==> src/rtl/core/imm_pkg.sv <==
// ----------------------------------------------------------------------------
// imm_pkg
// Shared types and constants of the integer matrix multiplier.
// ----------------------------------------------------------------------------
`default_nettype none

package imm_pkg;

  // Default largest matrix dimension
  localparam int unsigned MAX_DIM_DEF = 8;

  // Element and register widths
  localparam int unsigned ELEM_W  = 32;
  localparam int unsigned CFG_W   = 4;
  localparam int unsigned PADDR_W = 4;
  localparam int unsigned PDATA_W = 32;

  // Register map, one word each
  typedef enum logic [1:0] {
    REG_ROWS_A = 2'd0,
    REG_COLS_A = 2'd1,
    REG_ROWS_B = 2'd2,
    REG_COLS_B = 2'd3
  } reg_idx_e;

  // Sequencer states
  typedef enum logic [1:0] {
    ST_LOAD  = 2'd0,
    ST_ISSUE = 2'd1,
    ST_WAIT  = 2'd2,
    ST_ERR   = 2'd3
  } ctrl_state_e;

  // Commands from sequencer to datapath
  typedef struct packed {
    logic wr_a;     // write element into store A
    logic wr_b;     // write element into store B
    logic rd;       // read one A/B pair for the inner sum
    logic first;    // pair opens a new sum
    logic lastk;    // pair closes the sum
    logic emit;     // load the output register
    logic err;      // emitted word is the dimension error word
    logic row_end;  // emitted word closes a product row
    logic last;     // emitted word closes the burst
  } dp_cmd_t;

  // Status from datapath to sequencer
  typedef struct packed {
    logic sum_valid;  // finished sum waits in the accumulator
    logic out_free;   // output register can take a word this cycle
  } dp_stat_t;

endpackage

`default_nettype wire

==> src/rtl/core/imm_regs.sv <==
// ----------------------------------------------------------------------------
// imm_regs
// Dimension registers behind an APB-style port, with saturated effective sizes.
// ----------------------------------------------------------------------------
`default_nettype none

module imm_regs import imm_pkg::*; #(
  parameter int unsigned MAX_DIM = MAX_DIM_DEF
) (
  input  wire logic                                  clk_i,
  input  wire logic                                  rst_ni,
  input  wire logic                                  psel,
  input  wire logic                                  penable,
  input  wire logic                                  pwrite,
  input  wire logic [PADDR_W-1:0]                    paddr,
  input  wire logic [PDATA_W-1:0]                    pwdata,
  output logic      [PDATA_W-1:0]                    prdata,
  output logic                                       pready,
  output logic      [$clog2(MAX_DIM+1)-1:0]          ra_o,
  output logic      [$clog2(MAX_DIM+1)-1:0]          ca_o,
  output logic      [$clog2(MAX_DIM+1)-1:0]          rb_o,
  output logic      [$clog2(MAX_DIM+1)-1:0]          cb_o
);

  localparam int unsigned DIM_W = $clog2(MAX_DIM + 1);

  logic [CFG_W-1:0] rows_a_q, cols_a_q, rows_b_q, cols_b_q;
  logic             wr_en;
  reg_idx_e         reg_idx;

  // Clamp a raw size into 1..MAX_DIM
  function automatic logic [DIM_W-1:0] eff_dim(input logic [CFG_W-1:0] v);
    logic [DIM_W-1:0] res;
    if (v == '0) begin
      res = DIM_W'(1);
    end else if (32'(v) > MAX_DIM) begin
      res = DIM_W'(MAX_DIM);
    end else begin
      res = DIM_W'(v);
    end
    return res;
  endfunction

  assign pready  = 1'b1;
  assign wr_en   = psel && penable && pwrite && pready;
  assign reg_idx = reg_idx_e'(paddr[3:2]);

  // Write the addressed register
  always_ff @(posedge clk_i or negedge rst_ni) begin
    if (!rst_ni) begin
      rows_a_q <= CFG_W'(1);
      cols_a_q <= CFG_W'(1);
      rows_b_q <= CFG_W'(1);
      cols_b_q <= CFG_W'(1);
    end else if (wr_en) begin
      unique case (reg_idx)
        REG_ROWS_A: rows_a_q <= pwdata[CFG_W-1:0];
        REG_COLS_A: cols_a_q <= pwdata[CFG_W-1:0];
        REG_ROWS_B: rows_b_q <= pwdata[CFG_W-1:0];
        REG_COLS_B: cols_b_q <= pwdata[CFG_W-1:0];
        default: ;
      endcase
    end
  end

  // Read back the raw value
  always_comb begin
    unique case (reg_idx)
      REG_ROWS_A: prdata = PDATA_W'(rows_a_q);
      REG_COLS_A: prdata = PDATA_W'(cols_a_q);
      REG_ROWS_B: prdata = PDATA_W'(rows_b_q);
      REG_COLS_B: prdata = PDATA_W'(cols_b_q);
      default:    prdata = '0;
    endcase
  end

  assign ra_o = eff_dim(rows_a_q);
  assign ca_o = eff_dim(cols_a_q);
  assign rb_o = eff_dim(rows_b_q);
  assign cb_o = eff_dim(cols_b_q);

endmodule

`default_nettype wire

==> config.mk <==
export PLATFORM = sky130hd
export DESIGN_NAME = imm_regs
export DESIGN_NICKNAME = d
export VERILOG_FILES = /design/src/rtl/core/imm_pkg.sv /design/src/rtl/core/imm_regs.sv
export SDC_FILE = /design/constraint.sdc
export NUM_CORES = 1
export LEC_CHECK = 0
export BUFFER_PORTS_ARGS = -buffer_cell sky130_fd_sc_hd__buf_2
export CAP_MARGIN = 40
export CORE_UTILIZATION = 35
export CTS_CLUSTER_DIAMETER = 150
export DETAILED_ROUTE_END_ITERATION = 10
export GPL_TIMING_DRIVEN = 0
export PLACE_DENSITY = 0.8
export SYNTH_ARGS = -nofsm -noshare
export SYNTH_HDL_FRONTEND = slang
export SYNTH_SLANG_ARGS = --single-unit
==> constraint.sdc <==
create_clock -name clk_i -period 1.6 [get_ports clk_i]
set_input_delay 0.32 -clock clk_i [delete_from_list [all_inputs] [get_ports clk_i]]
set_output_delay 0.32 -clock clk_i [all_outputs]
set_load 0.1 [all_outputs]
==> qor.txt <==
run status: finished with violations
failing checks: design-rule violations, negative setup slack
count of vias placed by the detailed router: 837
post-synthesis cell area: 1090 um2
Longest Clk Path Bufs: 2
warnings from Yosys: 0
Final #Nets: 207
path type of the worst min-delay path: in -> reg
Final Worst Setup Slack: -138 ps
antenna violations before repair: 0
main combinational cell family by area after synthesis: multiplexers
Crit path buffers/inverters: 1
R2R cell count: 2
detailed-placement wirelength estimate: 1670 um
initial core utilization: 38.1%
clock period minus worst slack: 1740 ps
global-route wire length before repair: 3330 um
Die W: 57.7 um
commonest non-fill, non-tap cell in the layout: sky130_fd_sc_hd__buf_4
mean instance size in the synthesized netlist: 11.1 um2
clock-pin slew of the registers on the worst-case setup and hold paths: 100 ps
die height: 57.7 um
library cell contributing the largest single delay on the critical path: sky130_fd_sc_hd__mux4_2
global placer's final weighted congestion: 0.861
Fmax achieved: 0.575 GHz
power per cell area: 1850 nW/um2
type of the setup path with the least slack: reg -> out
final setup skew: 0 ps
Die Area: 3330 um2
Initial DRC Count: 16
DRC violations left: 6
path length in cells of the critical path: 2
Detail Route Antenna Nets: 0
via density per instance: 4.27
Cell Chain, Critical Path: mux4_2 > buf_8
Detailed Routing Iterations Pass 1: 7
CTS Buf Count: 3
Post-Synth XOR/XNOR Area: 0%
clock latency on the worst-skew pair: 280 ps
via count of the first global-routing pass: 678
RSZ-0062 raised after global routing: yes
delay of the slowest critical-path stage: 490 ps
count of cells along the worst hold path: 2
final hold violations: 0
maximum capacitance violations: 0
non-filler instance count after layout: 196
leakage power of the design: 0.000830 uW
maximum number of pins on one net before global-route repair: 17
number of H-tree levels: 1
Congestion Overflow GR: 0
leading cell types in the layout, fill and taps excluded: sky130_fd_sc_hd__buf_4, sky130_fd_sc_hd__conb_1, sky130_fd_sc_hd__mux2_2, sky130_fd_sc_hd__buf_6, sky130_fd_sc_hd__dfrtp_1
average wire per cell in the routed design: 11.5 um
worst voltage drop across the vdd grid: 1.23 mV
max-slew violation total from the final report: 0
clock tree from TritonCTS: yes
share of the synthesized area in compound gates (AO/OA/AOI/OAI): 0%
Total Wirelength: 2250 um
Setup crit start kind: flop
Cell Count Post-Placement: 184
Synth Area in Simple Gates: 13.1%
count of buffers inserted at the top-level ports: 28
adder-cell share of the synthesized area: 0%
synthesis-to-layout area growth: 48.6%
distinct cell type count after synthesis: 15
Finish-stage setup viols: 5
count of clock tree sinks: 16
area inside the core boundary: 2850 um2
number of synthesized register bits: 16
endpoint kind of the worst setup timing path: primary output
share of post-route cells with drive strength above 1: 66.1%
pre-CTS setup slack: -85.2 ps
diodes inserted: 0
sequential area share after synthesis: 37.3%
clock tree root driver cell: sky130_fd_sc_hd__clkbuf_4
setup TNS: -515 ps
required time at the endpoint of the critical path: 1280 ps
Crit path arrival time: 1420 ps
number of placed I/O pins: 90
cell count after synthesis: 98
share of cell area taken by muxes after synthesis: 26.3%
portion of the clock cycle consumed by the worst path in the final layout: 109%
standard-cell rows: 19
Crit Path Max Fanout: 2
overall routing resource usage: 13.5%
Worst path top cell family by delay: multiplexers
-- sequential cells by signal, summed over array words and instances, names as in the netlist --
register  flops
cols_a_q      4
cols_b_q      4
rows_b_q      4
rows_a_q      4
-- cell families (layout without fill, tap and decap cells) --
family	count (synthesis)	in the layout
and+or+nand+nor	25	25
DFF	16	16
buffers and inverters	35	75
muxes	20	20
other	2	29
-- cell usage after synthesis --
cell                       count  area [um2]
sky130_fd_sc_hd__and3_2        1        7.51
sky130_fd_sc_hd__and3b_1       1        8.76
sky130_fd_sc_hd__buf_4        30         225
sky130_fd_sc_hd__clkbuf_1      4        15.0
sky130_fd_sc_hd__clkbuf_2      1        5.00
sky130_fd_sc_hd__conb_1        2        7.51
sky130_fd_sc_hd__dfrtp_1      12         300
sky130_fd_sc_hd__dfstp_2       4         105
sky130_fd_sc_hd__mux2_2       16         180
sky130_fd_sc_hd__mux4_1        4         105
sky130_fd_sc_hd__nand3_1       1        5.00
sky130_fd_sc_hd__nand3b_1      1        7.51
sky130_fd_sc_hd__nor2_1       12        45.0
sky130_fd_sc_hd__nor2b_1       8        50.1
sky130_fd_sc_hd__nor3b_4       1        18.8
-- worst paths after layout --
kind / start / end / slack [ps]
setup / recovery: cols_a_q[3] / prdata[3] / -140
hold / removal: pwdata[1] / rows_b_q[1] / 340
setup reg to reg: cols_b_q[3] / cols_b_q[3] / 650
hold reg to reg: rows_a_q[3] / rows_a_q[3] / 570
max in group asynchronous: rst_ni / cols_b_q[0] / 820
min in group asynchronous: rst_ni / rows_a_q[1] / 470
-- power breakdown --
part           switching [uW]  internal (uW)
clock network             131            138
registers                91.2            520
logic                    1540            563
-- layout make-up --
class                      instances  area (um2)
multi-input combinational         74         547
tap                               31        38.8
clock buffer                       4        36.3
buffer                            35         245
timing repair buffer              36         338
sequential                        16         409
fill                             258        1240
-- routing by layer --
metal | GRT usage (%) | vias up | routed length (um)
li1 | - | 401 | -
met1 | 18.9 | 367 | 973
met4 | 5.44 | 0 | 34
met2 | 19.8 | 65 | 918
met3 | 3.79 | 4 | 326
met5 | 0 | - | 0
-- through the flow --
stage | util [%] | area (um2) | power (uW) | hold WS [ps]
2_1_floorplan | - | 1190 | 2200 | 24.4
3_3_place_gp | 47.9 | 1370 | 2390 | 242
3_5_place_dp | 47.9 | 1370 | 2410 | 253
4_1_cts | 53.2 | 1520 | 2840 | 343
5_1_grt | 56.6 | 1610 | 3070 | 334
6_report | 56.6 | 1610 | 2980 | 338
-- timing repair --
item,4_1_cts,5_1_grt
resized for setup,27,22
hold endpoints to repair,12,0
hold buffers,1,0
setup buffers,4,3
pin swaps,0,1
endpoints found under the setup margin,17,17
No activity file was read; power rests on OpenSTA's default activity.
