[src/rtl/core/imm_pkg.sv]
// ----------------------------------------------------------------------------
// imm_pkg
// Shared types and constants of the integer matrix multiplier.
// ----------------------------------------------------------------------------
`default_nettype none

package imm_pkg;

  // Default largest matrix dimension
  localparam int unsigned MAX_DIM_DEF = 8;

  // Element and register widths
  localparam int unsigned ELEM_W  = 32;
  localparam int unsigned CFG_W   = 4;
  localparam int unsigned PADDR_W = 4;
  localparam int unsigned PDATA_W = 32;

  // Register map, one word each
  typedef enum logic [1:0] {
    REG_ROWS_A = 2'd0,
    REG_COLS_A = 2'd1,
    REG_ROWS_B = 2'd2,
    REG_COLS_B = 2'd3
  } reg_idx_e;

  // Sequencer states
  typedef enum logic [1:0] {
    ST_LOAD  = 2'd0,
    ST_ISSUE = 2'd1,
    ST_WAIT  = 2'd2,
    ST_ERR   = 2'd3
  } ctrl_state_e;

  // Commands from sequencer to datapath
  typedef struct packed {
    logic wr_a;     // write element into store A
    logic wr_b;     // write element into store B
    logic rd;       // read one A/B pair for the inner sum
    logic first;    // pair opens a new sum
    logic lastk;    // pair closes the sum
    logic emit;     // load the output register
    logic err;      // emitted word is the dimension error word
    logic row_end;  // emitted word closes a product row
    logic last;     // emitted word closes the burst
  } dp_cmd_t;

  // Status from datapath to sequencer
  typedef struct packed {
    logic sum_valid;  // finished sum waits in the accumulator
    logic out_free;   // output register can take a word this cycle
  } dp_stat_t;

endpackage

`default_nettype wire

[src/rtl/core/imm_ctrl.sv]
// ----------------------------------------------------------------------------
// imm_ctrl
// Sequencer: counts the load stream, then walks row, column and inner index.
// ----------------------------------------------------------------------------
`default_nettype none

module imm_ctrl import imm_pkg::*; #(
  parameter int unsigned MAX_DIM = MAX_DIM_DEF,
  localparam int unsigned DIM_W  = $clog2(MAX_DIM + 1),
  localparam int unsigned IDX_W  = (MAX_DIM > 1) ? $clog2(MAX_DIM) : 1,
  localparam int unsigned ADDR_W = (MAX_DIM > 1) ? $clog2(MAX_DIM * MAX_DIM) : 1
) (
  input  wire logic              clk_i,
  input  wire logic              rst_ni,
  input  wire logic              in_valid_i,
  output logic                   in_stall_o,
  input  wire logic [DIM_W-1:0]  ra_i,
  input  wire logic [DIM_W-1:0]  ca_i,
  input  wire logic [DIM_W-1:0]  rb_i,
  input  wire logic [DIM_W-1:0]  cb_i,
  input  wire dp_stat_t          stat_i,
  output dp_cmd_t                cmd_o,
  output logic      [ADDR_W-1:0] waddr_o,
  output logic      [IDX_W-1:0]  r_o,
  output logic      [IDX_W-1:0]  c_o,
  output logic      [IDX_W-1:0]  k_o
);

  localparam int unsigned CNT_W = $clog2(2 * MAX_DIM * MAX_DIM + 1);

  ctrl_state_e      state_q, state_d;
  logic [CNT_W-1:0] load_cnt_q, load_cnt_d;
  logic [IDX_W-1:0] r_q, r_d, c_q, c_d, k_q, k_d;

  logic [CNT_W-1:0] na, nb, ntot, cnt_inc, b_off;
  logic             in_ok, in_a, in_b, load_done, dims_ok;
  logic             k_last, c_last, r_last;

  // Load position decode
  assign na        = CNT_W'(ra_i) * CNT_W'(ca_i);
  assign nb        = CNT_W'(rb_i) * CNT_W'(cb_i);
  assign ntot      = na + nb;
  assign cnt_inc   = load_cnt_q + CNT_W'(1);
  assign b_off     = load_cnt_q - na;
  assign in_ok     = in_valid_i && (state_q == ST_LOAD);
  assign in_a      = load_cnt_q < na;
  assign in_b      = !in_a && (b_off < nb);
  assign load_done = cnt_inc >= ntot;
  assign dims_ok   = (ca_i == rb_i);
  assign waddr_o   = in_a ? load_cnt_q[ADDR_W-1:0] : b_off[ADDR_W-1:0];

  // Loop ends
  assign k_last = (DIM_W'(k_q) + DIM_W'(1)) == ca_i;
  assign c_last = (DIM_W'(c_q) + DIM_W'(1)) == cb_i;
  assign r_last = (DIM_W'(r_q) + DIM_W'(1)) == ra_i;

  // Next state
  always_comb begin
    state_d = state_q;
    unique case (state_q)
      ST_LOAD: begin
        if (in_ok && load_done) begin
          state_d = dims_ok ? ST_ISSUE : ST_ERR;
        end
      end
      ST_ISSUE: begin
        if (k_last) begin
          state_d = ST_WAIT;
        end
      end
      ST_WAIT: begin
        if (stat_i.sum_valid && stat_i.out_free) begin
          state_d = (c_last && r_last) ? ST_LOAD : ST_ISSUE;
        end
      end
      ST_ERR: begin
        if (stat_i.out_free) begin
          state_d = ST_LOAD;
        end
      end
      default: state_d = ST_LOAD;
    endcase
  end

  // Commands
  always_comb begin
    cmd_o      = '0;
    in_stall_o = 1'b1;
    unique case (state_q)
      ST_LOAD: begin
        in_stall_o = 1'b0;
        cmd_o.wr_a = in_valid_i && in_a;
        cmd_o.wr_b = in_valid_i && in_b;
      end
      ST_ISSUE: begin
        cmd_o.rd    = 1'b1;
        cmd_o.first = (k_q == '0);
        cmd_o.lastk = k_last;
      end
      ST_WAIT: begin
        cmd_o.emit    = stat_i.sum_valid && stat_i.out_free;
        cmd_o.row_end = c_last;
        cmd_o.last    = c_last && r_last;
      end
      ST_ERR: begin
        cmd_o.emit = stat_i.out_free;
        cmd_o.err  = 1'b1;
        cmd_o.last = 1'b1;
      end
      default: ;
    endcase
  end

  // Counter next values
  always_comb begin
    load_cnt_d = load_cnt_q;
    k_d        = k_q;
    c_d        = c_q;
    r_d        = r_q;
    if (in_ok) begin
      load_cnt_d = load_done ? '0 : cnt_inc;
    end
    if (state_q == ST_ISSUE) begin
      k_d = k_last ? '0 : k_q + IDX_W'(1);
    end
    if (state_q == ST_WAIT && cmd_o.emit) begin
      if (c_last) begin
        c_d = '0;
        r_d = r_last ? '0 : r_q + IDX_W'(1);
      end else begin
        c_d = c_q + IDX_W'(1);
      end
    end
  end

  // Hold state and counters
  always_ff @(posedge clk_i or negedge rst_ni) begin
    if (!rst_ni) begin
      state_q    <= ST_LOAD;
      load_cnt_q <= '0;
      k_q        <= '0;
      c_q        <= '0;
      r_q        <= '0;
    end else begin
      state_q    <= state_d;
      load_cnt_q <= load_cnt_d;
      k_q        <= k_d;
      c_q        <= c_d;
      r_q        <= r_d;
    end
  end

  assign r_o = r_q;
  assign c_o = c_q;
  assign k_o = k_q;

  // Inner index is back at zero while a sum drains
  a_wait_k_zero: assert property (@(posedge clk_i) disable iff (!rst_ni)
    state_q == ST_WAIT |-> k_q == '0)
    else $error("inner index not cleared while draining");

  // Closing the inner loop always leads to the drain
  a_issue_to_wait: assert property (@(posedge clk_i) disable iff (!rst_ni)
    state_q == ST_ISSUE && k_last |=> state_q == ST_WAIT)
    else $error("issue did not move to wait");

  // Never overwrite a word the consumer has not taken
  a_emit_free: assert property (@(posedge clk_i) disable iff (!rst_ni)
    cmd_o.emit |-> stat_i.out_free)
    else $error("emit while output register is blocked");

endmodule

`default_nettype wire

[config.mk]
export PLATFORM = sky130hd
export DESIGN_NAME = imm_ctrl
export DESIGN_NICKNAME = d
export VERILOG_FILES = /design/src/rtl/core/imm_pkg.sv /design/src/rtl/core/imm_ctrl.sv
export SDC_FILE = /design/constraint.sdc
export NUM_CORES = 1
export LEC_CHECK = 0
export ABC_AREA = 1
export CAP_MARGIN = 5
export CORE_UTILIZATION = 50
export DETAILED_ROUTE_END_ITERATION = 8
export DONT_BUFFER_PORTS = 1
export GPL_TIMING_DRIVEN = 0
export REMOVE_ABC_BUFFERS = 1
export SETUP_SLACK_MARGIN = 0.02
export SLEW_MARGIN = 20
export SYNTH_ARGS = -nofsm -noshare
export SYNTH_HDL_FRONTEND = slang
export SYNTH_SLANG_ARGS = --single-unit
[constraint.sdc]
create_clock -name clk_i -period 7.56 [get_ports clk_i]
set_input_delay 1.134 -clock clk_i [delete_from_list [all_inputs] [get_ports clk_i]]
set_output_delay 1.134 -clock clk_i [all_outputs]
set_load 0.02 [all_outputs]
==> metrics.yaml, run 1 <==
num_vias: 2949
setup_tns_ns: 0
rsz0062_at_grt: "no"
hold_path.class: "register to register"
arrival_ns: 4.83
vdd_drop_max_mv: 0.2331
muxShareOfSynthArea_pct: 0.2944
num_rows: 29
synth_top_cell_by_area: "ha_1"
power.density_nw_per_um2: 343.0
grt_pass1_vias: 2988
dp_hpwl_um: 6654
n_fill_cell: 682
clock-sinks: 19
synth_common_cells: "nand2_1, inv_1, ha_1"
critPathBufInv: 3
synth.avg_cell_area_um2: 6.882
synth_fa_ha_area_share_pct: 26.50
yosys.cell_count.top_type: "nand2_1"
synthArstFlopShare_pct: 100.0
synth_flop_cell: "dfrtp_1"
cts_hold_buf: 0
grt_pass1_wl_um: 13260
nets: 583
synth-edff-count: 0
cpPeakStageDelay_ns: 0.56
first_pass_iters: 4
cts_buffers: 3
die_h_um: 84.46
synth_xor_area_share_pct: 10.01
min_period_ns: 5.963
crit_required_ns: 6.43
crit_top_cell: "nand2_1"
ys_ff_latch: 19
synth_area_leaders: "ha_1, nand2_1, dfrtp_1"
detail_route.vias_per_cell: 5.156
dieWidth_um: 84.46
syn_area_um2: 3400
grt_usage_pct: 22.87
crit_slowest_cell: "fa_1"
period_share_pct: 78.88
cap_violations: 0
synth-simple-area-share_pct: 26.98
h-tree-depth: 1
drive_gt1_share_pct: 6.869
drt_iter0_markers: 72
cts.path.max_buffers: 2
die-area_um2: 7133
p_total_mw: 1.210
diodes: 0
crit_chain: "nand2_1 -> fa_1 -> inv_1 -> fa_1 -> inv_1 -> fa_1 -> inv_1 -> nand2_1 -> a21oi_1 -> or2_2 -> xnor2_1 -> ha_1 -> nand2_1 -> nand2_1 -> nand2_1 -> nand2_1 -> ha_1 -> a211oi_1 -> nand2_1 -> nor2_2"
yosysUniqueCellTypes: 40
core_um2: 6459
antenna_found_initial: 0
slew_violations: 0
wl_um: 7665
synth.top_cell.area_share_pct: 20.61
gp_congestion: 0.8199
status: "finished, final reports clean"
critPathKind: "input port to output port"
drcViolationCount: 0
io_buffers: 0
path_delay_family: "adder cells"
synth_top_family_by_area: "simple AND/OR/NAND/NOR gates"
start_kind: "input port"
ys_warn_count: 0
clk_root_buffer_cell: "clkbuf_8"
worstPathMaxFanout: 5
leakagePower_nw: 2.160
ios: 46
setup_viol: 0
synthCells: 494
final_util_pct: 54.63
syn_to_final_growth_pct: 3.791
clock_latency_ns: 0.27
ant_nets: 0
hold_violations: 0
wl_per_cell_um: 13.40
cts_resized: 0
cts_tree: "yes"
post_cts_buffers: 0
initial_core_util_pct: 52.63
synth-compound-area-share_pct: 9.717
grt_max_degree: 20
worst_slew_pin_slew_ns: 0.7312
cp-end-kind: "output port"
yosysSeqAreaShare_pct: 13.99
fin_skew_ns: 0.009335
clk_pin_slew_ns: 0.09
gr-total-overflow: 0
fmax_ghz: 0.1677
max_slew_margin_pct: 51.08
## kinds of logic (layout without fill, tap and decap cells)
family,count (synthesis),in the layout
AND/OR/NAND/NOR,199,199
multiplexers,1,1
flip-flops,19,19
AO/OA/AOI/OAI,58,58
XOR/XNOR,38,38
adder cells (fa/ha/maj),66,66
buffers and inverters,113,114
## through the flow
step	cell area (µm²)	hold slack (ns)	instances	setup WS, ns
after global placement	3483	0.5285	568	1.623
after detailed placement	3483	0.5246	568	1.587
after floorplan	3387	0.4960	491	1.850
after global routing	3528	0.5369	572	1.322
final	3528	0.5432	572	1.597
after CTS	3528	0.5452	572	1.579
## state kept, by name, indices dropped and copies added (netlist names)
signal / cells
k_o: 3
state_q: 2
c_o: 3
r_o: 3
load_cnt_q: 8
## tightest hold or removal path: stages (launching register included)
cell and delay (ns):
dfrtp_1 0.39, nand2_1 0.07, nand2_1 0.06
## area by class of cell
type / count / area [µm²] / share of cell area [%]
sequential: 19 / 475.5 / 13.48
inverter: 110 / 412.9 / 11.70
multi-input combinational: 362 / 2499 / 70.82
tap: 77 / 96.34 / 2.730
clock buffer: 4 / 45.04 / 1.277
## path summary, 6_finish.rpt
kind | from | end | slack [ns] | depth (start not counted)
setup reg to reg | load_cnt_q[0] | load_cnt_q[4] | 4.95 | 13
hold reg to reg | load_cnt_q[7] | load_cnt_q[7] | 0.54 | 2
min in group asynchronous | rst_ni | load_cnt_q[0] | 0.55 | 0
setup / recovery | ca_i[3] | cmd_o[7] | 1.60 | 20
max in group asynchronous | rst_ni | c_o[1] | 6.93 | 0
hold / removal | load_cnt_q[7] | load_cnt_q[7] | 0.54 | 2
## cells in the final DEF (no fill, tap or decap), types with 4 or more instances in the layout
cell and instances:
inv_1 109, nand2_1 128, o22ai_1 4, o21ai_0 22
dfrtp_1 19, a21oi_1 17, fa_1 10, nor2_2 4
nand4_1 5, o21ai_1 4, nand3_2 6, xor2_1 21
ha_1 56, nand3_1 21, nor2_1 17, nand2_2 4
xnor2_1 16
## metal layers
layer	GRT usage (%)	wire (µm)	share of wire [%]	vias up
li1	-	-	-	1553
met1	26.43	3392	44	1327
met2	43.74	3822	50	63
met3	5.408	389	5.1	6
met4	3.082	62	0.81	0
met5	0	0	0	-
## report_power, final
| part | switching (mW) | total [mW] | leakage [nW] | internal, mW |
|---|---|---|---|---|
| Sequential | 0.0887 | 0.233 | 0.246 | 0.144 |
| Clock | 0.0404 | 0.0780 | 0.0228 | 0.0377 |
| Combinational | 0.573 | 0.900 | 1.89 | 0.327 |
No activity file was read; power rests on OpenSTA's default activity.
==> run 2: changes to the inputs <==
--- a/config.mk
+++ b/config.mk
@@ -11,6 +11,7 @@
 export DETAILED_ROUTE_END_ITERATION = 8
 export DONT_BUFFER_PORTS = 1
 export GPL_TIMING_DRIVEN = 0
+export PLACE_DENSITY = 0.68
 export REMOVE_ABC_BUFFERS = 1
 export SETUP_SLACK_MARGIN = 0.02
 export SLEW_MARGIN = 20
==> constraint.sdc (replaced) <==
create_clock -name clk_i -period 4.95 [get_ports clk_i]
set_input_delay 0.7425 -clock clk_i [delete_from_list [all_inputs] [get_ports clk_i]]
set_output_delay 0.7425 -clock clk_i [all_outputs]
set_load 0.02 [all_outputs]
==> run 2 against run 1 <==
  * The flow now finishes with violations (DRC)
  * Power grew 68%
  * Critical path type unchanged
  * Largest power group unchanged
  * Largest cell class unchanged
  * Register-to-register slack got worse by 2.6 ns
  * Critical endpoint unchanged
  * Utilization up 3.2 points
==> metrics.yaml, run 2 (synthesized netlist as in run 1, its figures left out) <==
violations: "DRC"
h-tree-depth: 1
rr_worst_depth: 14
io_buffers: 0
setup_tns_ns: 0
dieWidth_um: 84.46
crit_chain: "nand2_8 -> fa_1 -> inv_2 -> fa_1 -> inv_2 -> fa_2 -> ha_4 -> nand2_4 -> nor2_4 -> nor2_4 -> o21ai_1 -> nand2_1 -> nand2_2 -> xnor2_2 -> inv_1 -> ha_2 -> a211oi_2 -> nand2_1 -> nor2_4"
arrival_ns: 4.12
hold_path.class: "input port to asynchronous set/reset pin"
vdd_drop_max_mv: 0.3080
grt_max_degree: 20
fmax_ghz: 0.2058
drt_iter0_markers: 91
max_slew_margin_pct: 53.18
min_period_ns: 4.859
comb_power_share_pct: 76.3
switching_share_pct: 57.52
diodes: 0
power.density_nw_per_um2: 544.1
setup_viol: 0
drive_gt1_share_pct: 14.46
final_util_pct: 57.81
worstSetupPathDepth: 19
grt_usage_pct: 22.56
largest_reg_flops: 8
ant_nets: 0
power.switching_mw: 1.169
cap_violations: 0
initial_core_util_pct: 52.63
die_h_um: 84.46
rsz0062_at_grt: "yes"
wl_per_cell_um: 13.48
nets: 586
cpPeakStageDelay_ns: 0.55
clk_pin_slew_ns: 0.09
start_kind: "input port"
leakagePower_nw: 2.191
regMostFlops: "load_cnt_q"
clock_latency_ns: 0.27
critPathBufInv: 3
dp_slack_ns: -0.3000
detail_route.vias_per_cell: 5.223
grt_pass1_wl_um: 13020
drcViolationCount: 2
ios: 46
final_common_cell: "nand2_1"
dp_hpwl_um: 6546
multi_input_area_um2: 2676
num_rows: 29
crit_required_ns: 4.21
antenna_found_initial: 0
cp-end-kind: "output port"
cts_tree: "yes"
n_fill_cell: 639
core_um2: 6459
cts_buffers: 3
fin_cells: 575
grt_util_met3_pct: 3.147
crit_slowest_cell: "fa_1"
pwr-share-seq_pct: 18.0
grt_use_met2_pct: 41.51
num_vias: 3003
most-common-layout-cells: "nand2_1, inv_1, ha_1"
worst_slew_pin_slew_ns: 0.6996
first_pass_iters: 6
top_usage_layer: "met2"
die-area_um2: 7133
status: "finished, violations left"
worstPathMaxFanout: 7
gp_congestion: 0.8257
clock_power_share_pct: 5.7
gr-total-overflow: 0
path_delay_family: "adder cells"
slew_violations: 0
hold_violations: 0
dp.cells: 568
grt_pass1_vias: 2901
intPower_uw: 862.8
cts_hold_buf: 0
syn_to_final_growth_pct: 9.827
use_met1_pct: 28.09
period_share_pct: 98.17
setup_ws_ns: 0.09061
clock-sinks: 19
cts.path.max_buffers: 2
crit_top_cell: "nor2_4"
p_total_mw: 2.031
regArea_um2: 475.5
wl_um: 7749
critPathKind: "input port to output port"
clk_root_buffer_cell: "clkbuf_8"
fin_skew_ns: 0.01440
==> run 2: cell count changes in the layout (fill, tap and decap cells not counted), moves of 3 or more <==
cell	delta
ha_1	-7
inv_1	-6
o21ai_0	-3
nor2_4	+4
nand2_1	-11
inv_2	+6
ha_4	+5
nand2_2	+9
==> run 2: metal layers <==
layer | wire (µm) | vias to the layer above
met5 | 0 | -
met4 | 136 | 0
met3 | 416 | 10
met2 | 3796 | 76
met1 | 3400 | 1357
li1 | - | 1560
==> run 2: path summary, 6_finish.rpt <==
| check | to | slack (ns) | startpoint |
|---|---|---|---|
| min | load_cnt_q[6] | 0.16 | rst_ni |
| max reg2reg | load_cnt_q[7] | 2.32 | load_cnt_q[0] |
| max in group asynchronous | k_o[2] | 4.70 | rst_ni |
| min in group clk_i | load_cnt_q[7] | 0.63 | load_cnt_q[7] |
| min reg2reg | load_cnt_q[7] | 0.63 | load_cnt_q[7] |
| max | cmd_o[7] | 0.09 | ca_i[1] |
==> run 2: final cells by class <==
class,count,share of cell area (%)
Tap cell,77,2.580
Clock inverter,1,0.1340
Multi-Input combinational cell,362,71.68
Timing Repair Buffer,3,0.7038
Inverter,110,11.06
Clock buffer,3,1.106
Sequential cell,19,12.73
==> run 2: metrics by stage <==
| stage | hold WS [ns] | cell area (µm²) |
|---|---|---|
| floorplan | 0.4469 | 3387 |
| global placement | 0.4480 | 3483 |
| detailed placement | 0.4480 | 3483 |
| CTS | 0.1541 | 3570 |
| global route | 0.1475 | 3734 |
| finish | 0.1550 | 3734 |
==> run 2: power groups by stage <==
stage	clock network [mW]	logic [mW]	registers [mW]
floorplan	0	1.13	0.332
global placement	0	1.34	0.360
detailed placement	0	1.39	0.363
CTS	0.121	1.42	0.362
global route	0.123	1.76	0.375
finish	0.117	1.55	0.365
==> run 2: what timing repair did <==
| action | CTS | global route |
|---|---|---|
| pin swaps | 5 | 17 |
| resized for setup | 5 | 41 |
| setup endpoints to repair | 5 | 11 |
| gates cloned | 0 | 0 |
| buffers inserted | 1 | 2 |
==> run 3: changes to the inputs <==
--- a/config.mk
+++ b/config.mk
@@ -11,6 +11,7 @@
 export DETAILED_ROUTE_END_ITERATION = 8
 export DONT_BUFFER_PORTS = 1
 export GPL_TIMING_DRIVEN = 0
+export MAX_ROUTING_LAYER = met4
 export PLACE_DENSITY = 0.68
 export REMOVE_ABC_BUFFERS = 1
 export SETUP_SLACK_MARGIN = 0.02
==> run 3 against run 2 <==
  * The run still ends with DRC left
  * Cell area is the same
  * Via count is 0.33% lower
  * Power is essentially flat
  * Fmax about the same
  * Utilization stayed put
  * Critical path depth unchanged
  * Combinational power barely moved
  * Sequential share of layout area is the same
  * Global-route usage increased by 0.72 points
  * Clock skew down 0.0029 ns
  * Largest cell class unchanged
==> metrics.yaml, run 3 (synthesized netlist as in run 1, its figures left out) <==
rsz0062_at_grt: "yes"
setup_viol: 0
fmax_ghz: 0.2058
met2WireLength_um: 3780
min_period_ns: 4.860
crit_required_ns: 4.21
reg2reg_from: "load_cnt_q[0]"
violations: "DRC"
hold_violations: 0
fin_skew_ns: 0.01148
num_vias: 2993
regMostFlops: "load_cnt_q"
dieWidth_um: 84.46
cap_violations: 0
grt_max_degree: 20
io_buffers: 0
wl_met1_um: 3444
antenna_found_initial: 0
num_rows: 29
slew_violations: 0
worstPathMaxFanout: 7
dr_wl_met3_um: 389
vdd_drop_max_mv: 0.3079
design_area_um2: 3734
detail_route.vias_per_cell: 5.205
grt_pass1_vias: 2893
hold_path.class: "input port to asynchronous set/reset pin"
rr_worst_depth: 14
arrival_ns: 4.12
start_kind: "input port"
clock_latency_ns: 0.27
diodes: 0
max_slew_margin_pct: 53.20
leakagePower_nw: 2.191
final_util_pct: 57.81
cts_buffers: 3
drcViolationCount: 2
nets: 586
gr-total-overflow: 0
ios: 46
clk_pin_slew_ns: 0.09
gp_congestion: 0.8382
grt_usage_pct: 23.27
largest_reg_flops: 8
most-common-layout-cells: "nand2_1, inv_1, ha_1"
dp_hpwl_um: 6546
final_common_cell: "nand2_1"
placed_cell_area_um2: 3483
h-tree-depth: 1
power.density_nw_per_um2: 544.2
critPathKind: "input port to output port"
r2r_end: "load_cnt_q[7]"
fin_cells: 575
first_pass_iters: 6
period_share_pct: 98.18
die-area_um2: 7133
initial_core_util_pct: 52.63
cp-end-kind: "output port"
clock-sinks: 19
cts.path.max_buffers: 2
highest_layer: "met4"
cts_tree: "yes"
p_total_mw: 2.032
wl_um: 7749
core_um2: 6459
grt_pass1_wl_um: 13050
dp.cells: 568
ant_nets: 0
drive_gt1_share_pct: 14.46
r2r_slack_ns: 2.33
wl_per_cell_um: 13.48
clk_root_buffer_cell: "clkbuf_8"
status: "finished, violations left"
die_h_um: 84.46
worst_slew_pin_slew_ns: 0.6994
syn_to_final_growth_pct: 9.827
drt_iter0_markers: 104
-- run 3: metal layers --
layer | GRT usage [%] | vias up
li1 | - | 1561
met1 | 28.34 | 1357
met2 | 41.43 | 65
met3 | 2.950 | 10
met4 | 4.777 | 0
met5 | - | -
-- run 3: worst max-delay path by stage --
stage                        from       endpoint  slack [ns]  cells after the start
after floorplan           ca_i[3]       cmd_o[7]        0.02                     20
after global placement    ca_i[3]  load_cnt_q[5]       -0.31                     28
after detailed placement  ca_i[3]  load_cnt_q[3]       -0.30                     28
after CTS                 ca_i[3]       cmd_o[7]        0.03                     18
after global routing      ca_i[1]       cmd_o[7]       -0.04                     19
final                     ca_i[1]       cmd_o[7]        0.09                     19
-- run 3: what timing repair did --
action	4_1_cts	5_1_grt
hold buffers	0	0
resized for setup	5	41
pin swaps	5	17
setup buffers	1	2
hold endpoints to repair	0	0
cloned	0	0
setup endpoints to repair	5	11
-- run 3: worst max-delay path, cell delays in order --
cell      delay (ns)
nand2_8         0.03
fa_1            0.54
inv_2           0.04
fa_1            0.55
inv_2           0.05
fa_2            0.48
ha_4            0.32
nand2_4         0.05
nor2_4          0.11
nor2_4          0.05
o21ai_1         0.13
nand2_1         0.08
nand2_2         0.09
xnor2_2         0.12
inv_1           0.06
ha_2            0.18
a211oi_2        0.22
nand2_1         0.12
nor2_4          0.16
-- run 3: area by class of cell --
class                      count  area (µm²)
clock buffer                   3       41.29
clock inverter                 1       5.005
fill                         639        2725
inverter                     110       412.9
multi-input combinational    362        2676
sequential                    19       475.5
tap                           77       96.34
timing repair buffer           3       26.28
-- run 3: power by group --
| part | switching, mW | internal [mW] | total [mW] |
|---|---|---|---|
| Clock | 0.0601 | 0.0562 | 0.116 |
| Combinational | 0.962 | 0.587 | 1.55 |
| Sequential | 0.146 | 0.219 | 0.366 |
-- run 3: stage by stage --
stage	hold WS [ns]	setup WS, ns	setup TNS (ns)
after detailed placement	0.4480	-0.3000	-2.376
after CTS	0.1541	0.02769	0
final	0.1569	0.09014	0
after floorplan	0.4469	0.02311	0
after global routing	0.1475	-0.04121	-0.04121
after global placement	0.4480	-0.3107	-2.284
